==> src/hdl/gfba_pkg.sv <==
// Shared constants, codes and types for the grouped free block allocator.
package gfba_pkg;

  localparam int FREE_SLOTS = 32;
  localparam int SLOT_AW    = $clog2(FREE_SLOTS);
  localparam int CNT_W      = 6;
  localparam int BLK_W      = 24;
  localparam int CMD_W      = 2;
  localparam int KIND_W     = 3;

  localparam logic [CNT_W-1:0] SLOTS_CNT = CNT_W'(FREE_SLOTS);
  localparam logic [BLK_W-1:0] SLOTS_BLK = BLK_W'(FREE_SLOTS);
  localparam logic [SLOT_AW-1:0] LAST_SLOT = SLOT_AW'(FREE_SLOTS - 1);

  // Request codes
  localparam logic [CMD_W-1:0] CMD_ALLOC = 2'd0;
  localparam logic [CMD_W-1:0] CMD_FREE  = 2'd1;
  localparam logic [CMD_W-1:0] CMD_FILL  = 2'd2;

  // Result codes
  localparam logic [KIND_W-1:0] KIND_ALLOCATED = 3'd0;
  localparam logic [KIND_W-1:0] KIND_FREED     = 3'd1;
  localparam logic [KIND_W-1:0] KIND_SPILL     = 3'd2;
  localparam logic [KIND_W-1:0] KIND_FILL_REQ  = 3'd3;
  localparam logic [KIND_W-1:0] KIND_NO_SPACE  = 3'd4;
  localparam logic [KIND_W-1:0] KIND_BUSY      = 3'd5;

  typedef enum logic [1:0] {
    ST_IDLE,
    ST_ALLOC_RD,
    ST_SPILL
  } state_t;

endpackage

==> src/hdl/gfba_stack_ram.sv <==
// Single write port, single read port RAM with registered read data.
module gfba_stack_ram #(
  parameter int WIDTH = 24,
  parameter int DEPTH = 32,
  parameter int AW    = $clog2(DEPTH)
) (
  input  logic             clk,
  input  logic             we,
  input  logic [AW-1:0]    waddr,
  input  logic [WIDTH-1:0] wdata,
  input  logic [AW-1:0]    raddr,
  output logic [WIDTH-1:0] rdata
);

  logic [WIDTH-1:0] mem [DEPTH];

  always_ff @(posedge clk) begin
    if (we) begin
      mem[waddr] <= wdata;
    end
  end

  always_ff @(posedge clk) begin
    rdata <= mem[raddr];
  end

endmodule

==> src/hdl/grouped_free_block_allocator_unit.sv <==
// Grouped free block allocator: free block stack in RAM with spill and fill control.
//
// Send a request by raising start while busy is low; the item is taken at that
// clock edge. Every result appears on the out_ ports for exactly one cycle with
// out_valid high and cannot be held off, so capture it when it shows. Free,
// fill-word and rejected requests give their result in the cycle after they are
// taken, as does an allocate on an empty stack (no space). Any other
// allocate keeps busy high for one cycle because the top entry
// comes out of the stack RAM in the cycle after its address is issued. A free on
// a full stack spills 1 + FREE_SLOTS words, one a cycle, as the RAM is swept
// one entry per cycle; busy stays high for the sweep. After a fill request,
// feed 1 + FREE_SLOTS fill words (cmd 2), one per accepted item; only the last
// one gives a result. Allocate or free during a fill is answered with busy
// rejected. The stack RAM holds no reset value and needs no clearing pass:
// entries are read only after they have been written.
module grouped_free_block_allocator_unit
  import gfba_pkg::*;
(
  input  logic              clk,
  input  logic              rst_n,
  input  logic              start,
  output logic              busy,
  input  logic [CMD_W-1:0]  in_cmd,
  input  logic [BLK_W-1:0]  in_block_number,
  input  logic [BLK_W-1:0]  in_fill_word,
  output logic              out_valid,
  output logic [KIND_W-1:0] out_kind,
  output logic [BLK_W-1:0]  out_value,
  output logic [CNT_W-1:0]  out_word_index,
  output logic              out_last
);

  state_t state_r, state_nxt;

  logic [CNT_W-1:0]   count_r, count_nxt;
  logic               filling_r, filling_nxt;
  logic [CNT_W-1:0]   fill_pos_r, fill_pos_nxt;
  logic               empty_flag_r, empty_flag_nxt;
  logic [BLK_W-1:0]   pending_r, pending_nxt;
  logic               link_r, link_nxt;         // allocate takes the link entry
  logic [BLK_W-1:0]   spill_blk_r, spill_blk_nxt;
  logic [SLOT_AW-1:0] spill_idx_r, spill_idx_nxt;

  logic               out_valid_r, out_valid_nxt;
  logic [KIND_W-1:0]  out_kind_r, out_kind_nxt;
  logic [BLK_W-1:0]   out_value_r, out_value_nxt;
  logic [CNT_W-1:0]   out_word_index_r, out_word_index_nxt;
  logic               out_last_r, out_last_nxt;

  logic               accept;
  logic               ram_we;
  logic [SLOT_AW-1:0] ram_waddr;
  logic [BLK_W-1:0]   ram_wdata;
  logic [SLOT_AW-1:0] ram_raddr;
  logic [BLK_W-1:0]   ram_rdata;

  assign busy   = (state_r != ST_IDLE);
  assign accept = start && !busy;

  gfba_stack_ram #(
    .WIDTH (BLK_W),
    .DEPTH (FREE_SLOTS),
    .AW    (SLOT_AW)
  ) u_stack (
    .clk   (clk),
    .we    (ram_we),
    .waddr (ram_waddr),
    .wdata (ram_wdata),
    .raddr (ram_raddr),
    .rdata (ram_rdata)
  );

  // Next state
  always_comb begin
    state_nxt = state_r;
    case (state_r)
      ST_IDLE: begin
        if (accept && !filling_r) begin
          if (in_cmd == CMD_ALLOC && count_r != '0) begin
            state_nxt = ST_ALLOC_RD;
          end else if (in_cmd == CMD_FREE && count_r >= SLOTS_CNT) begin
            state_nxt = ST_SPILL;
          end
        end
      end
      ST_ALLOC_RD: begin
        state_nxt = ST_IDLE;
      end
      ST_SPILL: begin
        if (spill_idx_r == LAST_SLOT) begin
          state_nxt = ST_IDLE;
        end
      end
      default: begin
        state_nxt = ST_IDLE;
      end
    endcase
  end

  // Datapath, RAM access and result generation
  always_comb begin
    count_nxt          = count_r;
    filling_nxt        = filling_r;
    fill_pos_nxt       = fill_pos_r;
    empty_flag_nxt     = empty_flag_r;
    pending_nxt        = pending_r;
    link_nxt           = link_r;
    spill_blk_nxt      = spill_blk_r;
    spill_idx_nxt      = spill_idx_r;
    out_valid_nxt      = 1'b0;
    out_kind_nxt       = out_kind_r;
    out_value_nxt      = out_value_r;
    out_word_index_nxt = '0;
    out_last_nxt       = 1'b1;
    ram_we             = 1'b0;
    ram_waddr          = '0;
    ram_wdata          = in_block_number;
    ram_raddr          = '0;

    case (state_r)
      ST_IDLE: begin
        if (accept) begin
          if (in_cmd == CMD_FILL) begin
            if (filling_r) begin
              if (fill_pos_r == '0) begin
                // Word 0 carries the count of the link block
                if (in_fill_word == '0) begin
                  empty_flag_nxt = 1'b1;
                end else begin
                  empty_flag_nxt = 1'b0;
                  count_nxt = (in_fill_word > SLOTS_BLK) ? SLOTS_CNT
                                                         : in_fill_word[CNT_W-1:0];
                end
              end else if (!empty_flag_r && fill_pos_r <= SLOTS_CNT) begin
                ram_we    = 1'b1;
                ram_waddr = SLOT_AW'(fill_pos_r - 1'b1);
                ram_wdata = in_fill_word;
              end
              if (fill_pos_r >= SLOTS_CNT) begin
                filling_nxt   = 1'b0;
                fill_pos_nxt  = '0;
                out_valid_nxt = 1'b1;
                if (empty_flag_r) begin
                  // Empty link block: keep the link as the lone entry
                  empty_flag_nxt = 1'b0;
                  count_nxt      = CNT_W'(1);
                  out_kind_nxt   = KIND_NO_SPACE;
                  out_value_nxt  = '0;
                end else begin
                  out_kind_nxt  = KIND_ALLOCATED;
                  out_value_nxt = pending_r;
                end
              end else begin
                fill_pos_nxt = fill_pos_r + 1'b1;
              end
            end
          end else if (in_cmd == CMD_ALLOC || in_cmd == CMD_FREE) begin
            if (filling_r) begin
              out_valid_nxt = 1'b1;
              out_kind_nxt  = KIND_BUSY;
              out_value_nxt = '0;
            end else if (in_cmd == CMD_ALLOC) begin
              if (count_r == '0) begin
                out_valid_nxt = 1'b1;
                out_kind_nxt  = KIND_NO_SPACE;
                out_value_nxt = '0;
              end else begin
                // Fetch the top entry; the last one is the link block
                ram_raddr = SLOT_AW'(count_r - 1'b1);
                link_nxt  = (count_r == CNT_W'(1));
                if (count_r != CNT_W'(1)) begin
                  count_nxt = count_r - 1'b1;
                end
              end
            end else begin
              if (count_r >= SLOTS_CNT) begin
                // Full stack: emit the count, then sweep the entries
                out_valid_nxt = 1'b1;
                out_kind_nxt  = KIND_SPILL;
                out_value_nxt = BLK_W'(count_r);
                out_last_nxt  = 1'b0;
                ram_raddr     = '0;
                spill_blk_nxt = in_block_number;
                spill_idx_nxt = '0;
              end else begin
                ram_we        = 1'b1;
                ram_waddr     = count_r[SLOT_AW-1:0];
                ram_wdata     = in_block_number;
                count_nxt     = count_r + 1'b1;
                out_valid_nxt = 1'b1;
                out_kind_nxt  = KIND_FREED;
                out_value_nxt = in_block_number;
              end
            end
          end
        end
      end

      ST_ALLOC_RD: begin
        out_valid_nxt = 1'b1;
        out_value_nxt = ram_rdata;
        if (link_r) begin
          out_kind_nxt   = KIND_FILL_REQ;
          pending_nxt    = ram_rdata;
          filling_nxt    = 1'b1;
          fill_pos_nxt   = '0;
          empty_flag_nxt = 1'b0;
        end else begin
          out_kind_nxt = KIND_ALLOCATED;
        end
      end

      ST_SPILL: begin
        out_valid_nxt      = 1'b1;
        out_kind_nxt       = KIND_SPILL;
        out_value_nxt      = ram_rdata;
        out_word_index_nxt = CNT_W'(spill_idx_r) + 1'b1;
        out_last_nxt       = (spill_idx_r == LAST_SLOT);
        ram_raddr          = spill_idx_r + 1'b1;
        spill_idx_nxt      = spill_idx_r + 1'b1;
        if (spill_idx_r == LAST_SLOT) begin
          // Entry 0 was read first, so overwrite it with the new link now
          ram_we    = 1'b1;
          ram_waddr = '0;
          ram_wdata = spill_blk_r;
          count_nxt = CNT_W'(1);
        end
      end

      default: begin
        out_valid_nxt = 1'b0;
      end
    endcase
  end

  always_ff @(posedge clk) begin
    if (!rst_n) begin
      state_r      <= ST_IDLE;
      count_r      <= '0;
      filling_r    <= 1'b0;
      fill_pos_r   <= '0;
      empty_flag_r <= 1'b0;
      pending_r    <= '0;
      out_valid_r  <= 1'b0;
    end else begin
      state_r      <= state_nxt;
      count_r      <= count_nxt;
      filling_r    <= filling_nxt;
      fill_pos_r   <= fill_pos_nxt;
      empty_flag_r <= empty_flag_nxt;
      pending_r    <= pending_nxt;
      out_valid_r  <= out_valid_nxt;
    end
  end

  always_ff @(posedge clk) begin
    link_r           <= link_nxt;
    spill_blk_r      <= spill_blk_nxt;
    spill_idx_r      <= spill_idx_nxt;
    out_kind_r       <= out_kind_nxt;
    out_value_r      <= out_value_nxt;
    out_word_index_r <= out_word_index_nxt;
    out_last_r       <= out_last_nxt;
  end

  assign out_valid      = out_valid_r;
  assign out_kind       = out_kind_r;
  assign out_value      = out_value_r;
  assign out_word_index = out_word_index_r;
  assign out_last       = out_last_r;

  // A spill stream runs without gaps until its last word
  a_spill_continuous: assert property (@(posedge clk) disable iff (!rst_n)
    out_valid && out_kind == KIND_SPILL && !out_last |=> out_valid && out_kind == KIND_SPILL)
    else $error("spill stream broken");

  // The sweep only runs on a full stack
  a_spill_full: assert property (@(posedge clk) disable iff (!rst_n)
    state_r == ST_SPILL |-> count_r == SLOTS_CNT)
    else $error("spill without full stack");

  // The count never exceeds the stack size
  a_count_bound: assert property (@(posedge clk) disable iff (!rst_n)
    count_r <= SLOTS_CNT)
    else $error("free count overflow");

  // A fill request always opens a fill
  a_fill_req_opens: assert property (@(posedge clk) disable iff (!rst_n)
    out_valid && out_kind == KIND_FILL_REQ |-> filling_r && fill_pos_r == '0)
    else $error("fill request without fill");

  // The fill position stays inside the link block
  a_fill_pos_bound: assert property (@(posedge clk) disable iff (!rst_n)
    fill_pos_r <= SLOTS_CNT)
    else $error("fill position out of range");

endmodule

==> config.mk <==
export PLATFORM = sky130hd
export DESIGN_NAME = grouped_free_block_allocator_unit
export DESIGN_NICKNAME = d
export VERILOG_FILES = /design/src/hdl/gfba_pkg.sv /design/src/hdl/gfba_stack_ram.sv /design/src/hdl/grouped_free_block_allocator_unit.sv
export SDC_FILE = /design/constraint.sdc
export NUM_CORES = 1
export LEC_CHECK = 0
export BUFFER_PORTS_ARGS = -buffer_cell sky130_fd_sc_hd__buf_4
export CAP_MARGIN = 30
export CORE_MARGIN = 8
export CORE_UTILIZATION = 35
export DETAILED_ROUTE_END_ITERATION = 8
export GPL_TIMING_DRIVEN = 1
export PLACE_DENSITY_LB_ADDON = 0.1
export SYNTH_ARGS = -nofsm -noshare
export SYNTH_HDL_FRONTEND = slang
export SYNTH_SLANG_ARGS = --single-unit
==> constraint.sdc <==
create_clock -name clk -period 7.5 [get_ports clk]
set_input_delay 0.375 -clock clk [delete_from_list [all_inputs] [get_ports clk]]
set_output_delay 0.375 -clock clk [all_outputs]
set_load 0.005 [all_outputs]
==> results.cfg, run 1 <==
[sta]
tns_ps = 0
finalSetupViolations = 0
max_freq_ghz = 0.222
slew_violations = 0
relSlewSlack_pct = 26.6
fin_skew_ps = 23.9
rsz0062_at_grt = no
finalCritPeriodShare_pct = 60.0
fin_hold_ws_ps = 158
setup_ws_ps = 3000
tightest_slew_ps = 1100
hold_violations = 0
fin_crit_ps = 4500

[synthesis]
ys.flop_type = edfxtp_1
syn_nets = 2866
yosys-top-cells-area = edfxtp_1, o21ai_0, dfxtp_1
synth_area_sq_um = 38000
ys_ff_latch = 897
ys_warn_count = 0
yosys.area.top_type = edfxtp_1
syn_inst = 2801
synthDominantCellAreaShare_pct = 65.3
avgSynthCellArea_sq_um = 13.5
synth_cell_type_count = 70
async_flop_share_pct = 0
synth_seq_area_share_pct = 69.1
synth_edf_count = 825

[final_layout]
final_cell_mix = edfxtp_1, o21ai_0, nand3_1
finish.utilization_pct = 40.7
diodes = 0
nets = 2885
drive_gt1_share_pct = 14.7
final_common_cell = edfxtp_1
filler_cell_count = 9871
postLayoutCellArea_sq_um = 44100
syn2layout_area_growth_pct = 16.2

[setup_path]
cpLargestDelayFamily = buffers and inverters
reg2reg_to = u_stack.rdata[15]
start_kind = flop
slowest_stage = dfxtp_1
cp-startpoint = count_r[0]
endpoint = u_stack.rdata[15]
worstPathCellList = inv_1 > ha_1 > a2111oi_4 > buf_4 > buf_12 > buf_4 > o21ai_0 > a22oi_1 > a22oi_1 > nand4_1
r2r_slack_ps = 3000
worst_path_largest_cell_delay_ps = 710
worst_ep_arrival_time_ps = 5080
criticalPathCategory = reg -> reg
worstSetupPathDepth = 10
crit_buf_inv = 4
worstPathMaxFanout = 85
end_kind = flop
r2r-start = count_r[0]
worst-r2r-cell-count = 10
crit_required_ps = 8080

[routing]
met3_length_um = 10200
drt_iter0_markers = 3141
drc_errors = 0
vias = 26500
drtPass1Iterations = 9
routed_wl_um = 128000
wl_per_cell_um = 29.6
highest_layer = met5
wl_met1_um = 56800
wl_met2_um = 57800
post_drt_via_cell_ratio = 6.13
ant_nets = 0

[power]
peakVddDrop_v = 0.000181
p_int_uw = 10800
power_frac_comb_pct = 28.9
clockPowerShare_pct = 30.4
power.switching_uw = 5570
p_per_area_nw_per_um2 = 370
seqPwrFrac_pct = 40.7
p_leak_uw = 0.0138
swShare_pct = 34.1

[clocking]
numClockSinks = 897
root_buffer = clkbuf_16
htreeDepth = 3
cts_tree = done
cts_hold_buffers = 25
cts_buffers = 102
post_cts_resized = 0
cts_setup_buffers = 0
path_clk_slew_ps = 60
insertion_delay_ps = 670
cts_buffer_depth = 3

[floorplanning]
initial_core_util_pct = 35.1
pin_count = 89
core-area_sq_um = 108000
row_count = 121
dieArea_sq_um = 119000
die_w_um = 345
die_h_um = 345

[placed_design]
place_congestion = 0.836
post-place-ws_ps = 3130
dp_hpwl_um = 71000
portBuffers = 88
place_area_sq_um = 40300

[global_routing]
grt_pass1_wl_um = 185000
grt_pass1_vias = 25900
antenna_found_initial = 2
overflow = 0
grt_max_degree = 193
grt_usage_pct = 20.5

[job]
drv_cap = 0

[run_status]
status = complete, no violations

[min_path]
hold_path.class = in -> reg
[power groups by stage]
stage	logic [uW]	registers, uW	clock network, uW
floorplan	2600	6560	0
global placement	4230	6770	0
detailed placement	4510	6750	0
CTS	4520	6650	5080
global route	5060	6660	5260
finish	4720	6640	4970
[Yosys cell counts (5+ instances only)]
cell type,instances
inv_1,45
a211o_1,23
mux2_2,28
a311o_1,24
and3_1,53
ha_1,12
o21ai_0,353
nor3_1,11
edfxtp_1,825
dfxtp_1,72
o21a_1,6
nand3_1,179
nor2_1,58
a222oi_1,47
clkbuf_1,218
xnor2_1,5
xor2_1,5
nand2_1,114
a221oi_1,6
nand2b_1,6
a21oi_1,70
nand4_1,51
a32oi_1,99
nor4_1,5
a32o_1,6
and2_1,8
buf_6,16
buf_2,51
a311oi_1,122
a22oi_1,168
a2111oi_0,23
a211oi_1,29
[state kept, by name (all words and copies together), names as in the netlist, 2 cells and up]
register,flops
out_value,24
count_r,6
spill_idx_r,5
spill_blk_r,24
u_stack.rdata,24
out_word_index,6
pending_r,24
u_stack.mem,768
out_kind,3
fill_pos_r,6
state_r,2
[per-stage QoR]
stage                     instances  total power, uW
after floorplan                2801             9160
after CTS                      4314            16200
after global routing           4323            17000
after detailed placement       4096            11300
after global placement         4082            11000
final                          4323            16300
[layout make-up]
type,count,area (sq um),area share [%]
flip-flops and latches,897,26200,59.5
clock inverters,45,415,0.942
multi-input cells,1565,10500,23.7
repair buffers,207,2120,4.80
inverters,47,184,0.417
well taps,1414,1770,4.01
clock buffers,148,2930,6.64
[tightest hold or removal path: stages]
cell,delay [ps]
buf_4,170
nand2_1,70
a32o_1,160
[per-layer routing]
metal  track usage [%]  vias to the layer above
met4              5.54                        2
met5                 0                        -
met3              4.78                      175
met1              28.7                    13700
met2              31.9                     1145
li1                  -                    11500
[how the worst min path moves through the flow]
stage	from	end	slack (ps)	depth (start not counted)
2_1_floorplan	u_stack.rdata[0]	pending_r[0]	430	2
3_3_place_gp	pending_r[7]	pending_r[7]	440	2
3_5_place_dp	pending_r[12]	pending_r[12]	450	2
4_1_cts	in_cmd[0]	count_r[1]	100	3
5_1_grt	in_cmd[0]	count_r[1]	140	3
6_report	in_cmd[0]	count_r[4]	160	3
[cells by family (layout without fill, tap and decap cells)]
group	count (synthesis)	count (layout)	synth area share [%]
xor+xnor	10	10	0.231
flops	897	897	69.1
compound gates	1005	1005	18.7
mux	28	28	0.831
simple gates	510	510	6.90
buf+inv	339	447	3.87
fa+ha+maj	12	12	0.396
Power figures use the tool's default switching activity.
==> run 2, diff against run 1 <==
ABC_AREA = 1   (was default)
clock period = 4.4 ns   (was 7.5 ns; I/O delays follow)
==> run 2 against run 1 <==
  * First-iteration DRC count shrank 23%
  * Worst setup slack lost 2200 ps
  * Final cell count grew 28%
  * Largest cell class unchanged
  * Design area grew 5.3%
  * Largest power group unchanged
  * Synthesized cell count grew 38%
  * Die area grew 4.7%
  * Routed wire length shrank 1.3%
  * Via count grew 5.9%
  * Clock power grew 74%
==> results.cfg, run 2 <==
[run_status]
status = complete, no violations

[placed_design]
post-place-ws_ps = 787
place_congestion = 0.854
placedCellCount = 5332
dp_hpwl_um = 72000
portBuffers = 88

[floorplanning]
row_count = 123
die_h_um = 353
initial_core_util_pct = 35.4
core-area_sq_um = 113000
die_w_um = 353
pin_count = 89
dieArea_sq_um = 125000

[global_routing]
grt_pass1_vias = 27000
grt_max_degree = 154
grt_use_met3_pct = 2.40
antenna_found_initial = 1
grt-busiest-layer = met2
met2_usage_pct = 31.8
grt_pass1_wl_um = 186000
use_met1_pct = 27.8
grt_usage_pct = 19.6
overflow = 0

[setup_path]
cp-startpoint = state_r[0]
crit_buf_inv = 5
crit_top_cell = nand2_1
worst_ep_arrival_time_ps = 4280
worstPathMaxFanout = 53
end_kind = flop
worst-r2r-cell-count = 16
worstPathCellList = inv_1 > ha_1 > inv_1 > nor2_1 > inv_8 > nand2_8 > buf_12 > buf_12 > nand2_1 > nand2_1 > nand2_1 > nand3_1 > nand3_1 > nand2_1 > nand2_1 > nand2_1
worstSetupPathDepth = 16
crit_required_ps = 5030
slowest_stage = ha_1
criticalPathCategory = reg -> reg
cpLargestDelayFamily = simple AND/OR/NAND/NOR gates
worst_path_largest_cell_delay_ps = 480
r2r-start = state_r[0]
start_kind = flop

[sta]
slew_violations = 0
finalSetupViolations = 0
fin_crit_ps = 3650
tns_ps = 0
max_freq_ghz = 0.274
hold_violations = 0
setup_ws_ps = 752
tightest_slew_ps = 964
rsz0062_at_grt = no
relSlewSlack_pct = 35.6
fin_skew_ps = 32.6
finalCritPeriodShare_pct = 82.9

[clocking]
path_clk_slew_ps = 60
root_buffer = clkbuf_16
cts_buffer_depth = 3
cts_setup_buffers = 0
cts_buffers = 103
cts_tree = done
insertion_delay_ps = 680
htreeDepth = 3
numClockSinks = 897

[min_path]
hold_path.class = in -> reg
holdCritStartpoint = in_fill_word[0]
min_path_cells = 4

[final_layout]
drive_gt1_share_pct = 10.6
final_common_cell = nand3_1
layoutNonFillerInstCount = 5550
syn2layout_area_growth_pct = 16.6
final_cell_mix = nand3_1, nand2_1, edfxtp_1
diodes = 0
regMostFlops = u_stack.mem
largest_reg_flops = 768
nets = 4027
filler_cell_count = 10900

[synthesis]
avgSynthCellArea_sq_um = 10.3
synthDominantCellAreaShare_pct = 62.2
synth_edf_count = 825
ys_ff_latch = 897
yosys-mux-area-fraction_pct = 0
yosys.area.top_type = edfxtp_1
async_flop_share_pct = 0
synth_top_family_by_area = simple AND/OR/NAND/NOR gates
ys.flop_type = edfxtp_1
synth_commonest_cells = nand3_1, nand2_1, edfxtp_1
yosys-top-cells-area = edfxtp_1, nand3_1, nand2_1
synth.most_common_cell = nand3_1
synth_xor_area_share_pct = 0.198
synth_area_sq_um = 39800
synth_cell_type_count = 44
syn_inst = 3875
syn_nets = 3940
synthAdderAreaFrac_pct = 0.377
synth_seq_area_share_pct = 65.8
synth-compound-area-share_pct = 3.00
synthSimpleGateAreaFrac_pct = 23.2
ys_warn_count = 0

[routing]
drtPass1Iterations = 5
post_drt_via_cell_ratio = 5.05
ant_nets = 0
vias = 28100
wl_per_cell_um = 22.7
drt_iter0_markers = 2404
routed_wl_um = 126000
drc_errors = 0

[power]
power_uw = 30900
p_leak_uw = 0.0181
p_per_area_nw_per_um2 = 666
peakVddDrop_v = 0.000466

[job]
drv_cap = 0
[run 2: changes by cell type after synthesis, moves of 47 or more]
cell,change
buf_2,+63
nand3_1,+703
a222oi_1,-47
a32oi_1,-99
nand3b_1,+96
inv_1,+417
a311oi_1,-122
nand4_1,-48
o21ai_0,-279
nand2_1,+754
clkbuf_1,-125
nor2_1,+88
a22oi_1,-168
and3_1,-52
[run 2: metal layers]
| metal | vias to the layer above | wire length (um) | part of all wire (%) |
|---|---|---|---|
| met5 | - | 0 | 0 |
| met3 | 154 | 5370 | 4.3 |
| met1 | 13900 | 59400 | 47 |
| met4 | 0 | 2460 | 1.9 |
| met2 | 674 | 58900 | 47 |
| li1 | 13300 | - | - |
[run 2: final timing paths]
path / to / slack (ps)
setup reg to reg: u_stack.rdata[23] / 750
hold reg to reg: pending_r[19] / 480
setup / recovery: u_stack.rdata[23] / 750
hold / removal: count_r[0] / 70
[run 2: worst reg2reg max path: cells and delay by family, from the launching register on]
family                   cells  cell delay [ps]
buffers and inverters        5             1080
adder cells (fa/ha/maj)      1              480
flip-flops                   1              330
AND/OR/NAND/NOR             10             1710
[run 2: cell families (layout without fill, tap and decap cells)]
group,after synthesis,count (layout)
AO/OA/AOI/OAI,211,211
XOR/XNOR,9,9
adder cells (fa/ha/maj),12,12
buffers and inverters,713,888
flip-flops,897,897
AND/OR/NAND/NOR,2033,2033
[run 2: through the flow]
stage | util (%) | cell area (sq um) | hold WS, ps
2_1_floorplan | - | 39800 | 319
3_3_place_gp | 37.9 | 42700 | 423
3_5_place_dp | 38.0 | 42800 | 424
4_1_cts | 41.2 | 46400 | 6.56
5_1_grt | 41.2 | 46400 | 70.4
6_report | 41.2 | 46400 | 68.4
[run 2: final cells by class]
| class | count | area [sq um] | area share, % |
|---|---|---|---|
| flip-flops and latches | 897 | 26200 | 56.5 |
| clock buffers | 123 | 2680 | 5.78 |
| clock inverters | 70 | 709 | 1.53 |
| inverters | 469 | 1780 | 3.83 |
| well taps | 1500 | 1880 | 4.04 |
| repair buffers | 226 | 2220 | 4.78 |
| multi-input cells | 2265 | 10900 | 23.6 |
[run 2: where the power goes]
part | internal [uW] | switching [uW] | leakage [uW] | total (uW)
Sequential | 11100 | 356 | 0.00803 | 11500
Clock | 5060 | 3610 | 0.00167 | 8670
Combinational | 2790 | 7960 | 0.00845 | 10800
Total | 19000 | 11900 | 0.0181 | 30900
[run 2: what timing repair did]
item | CTS | global route
hold buffers | 25 | 0
gates resized for setup | 0 | 0
endpoints found under the hold margin | 69 | 0
endpoints found under the setup margin | 0 | 0
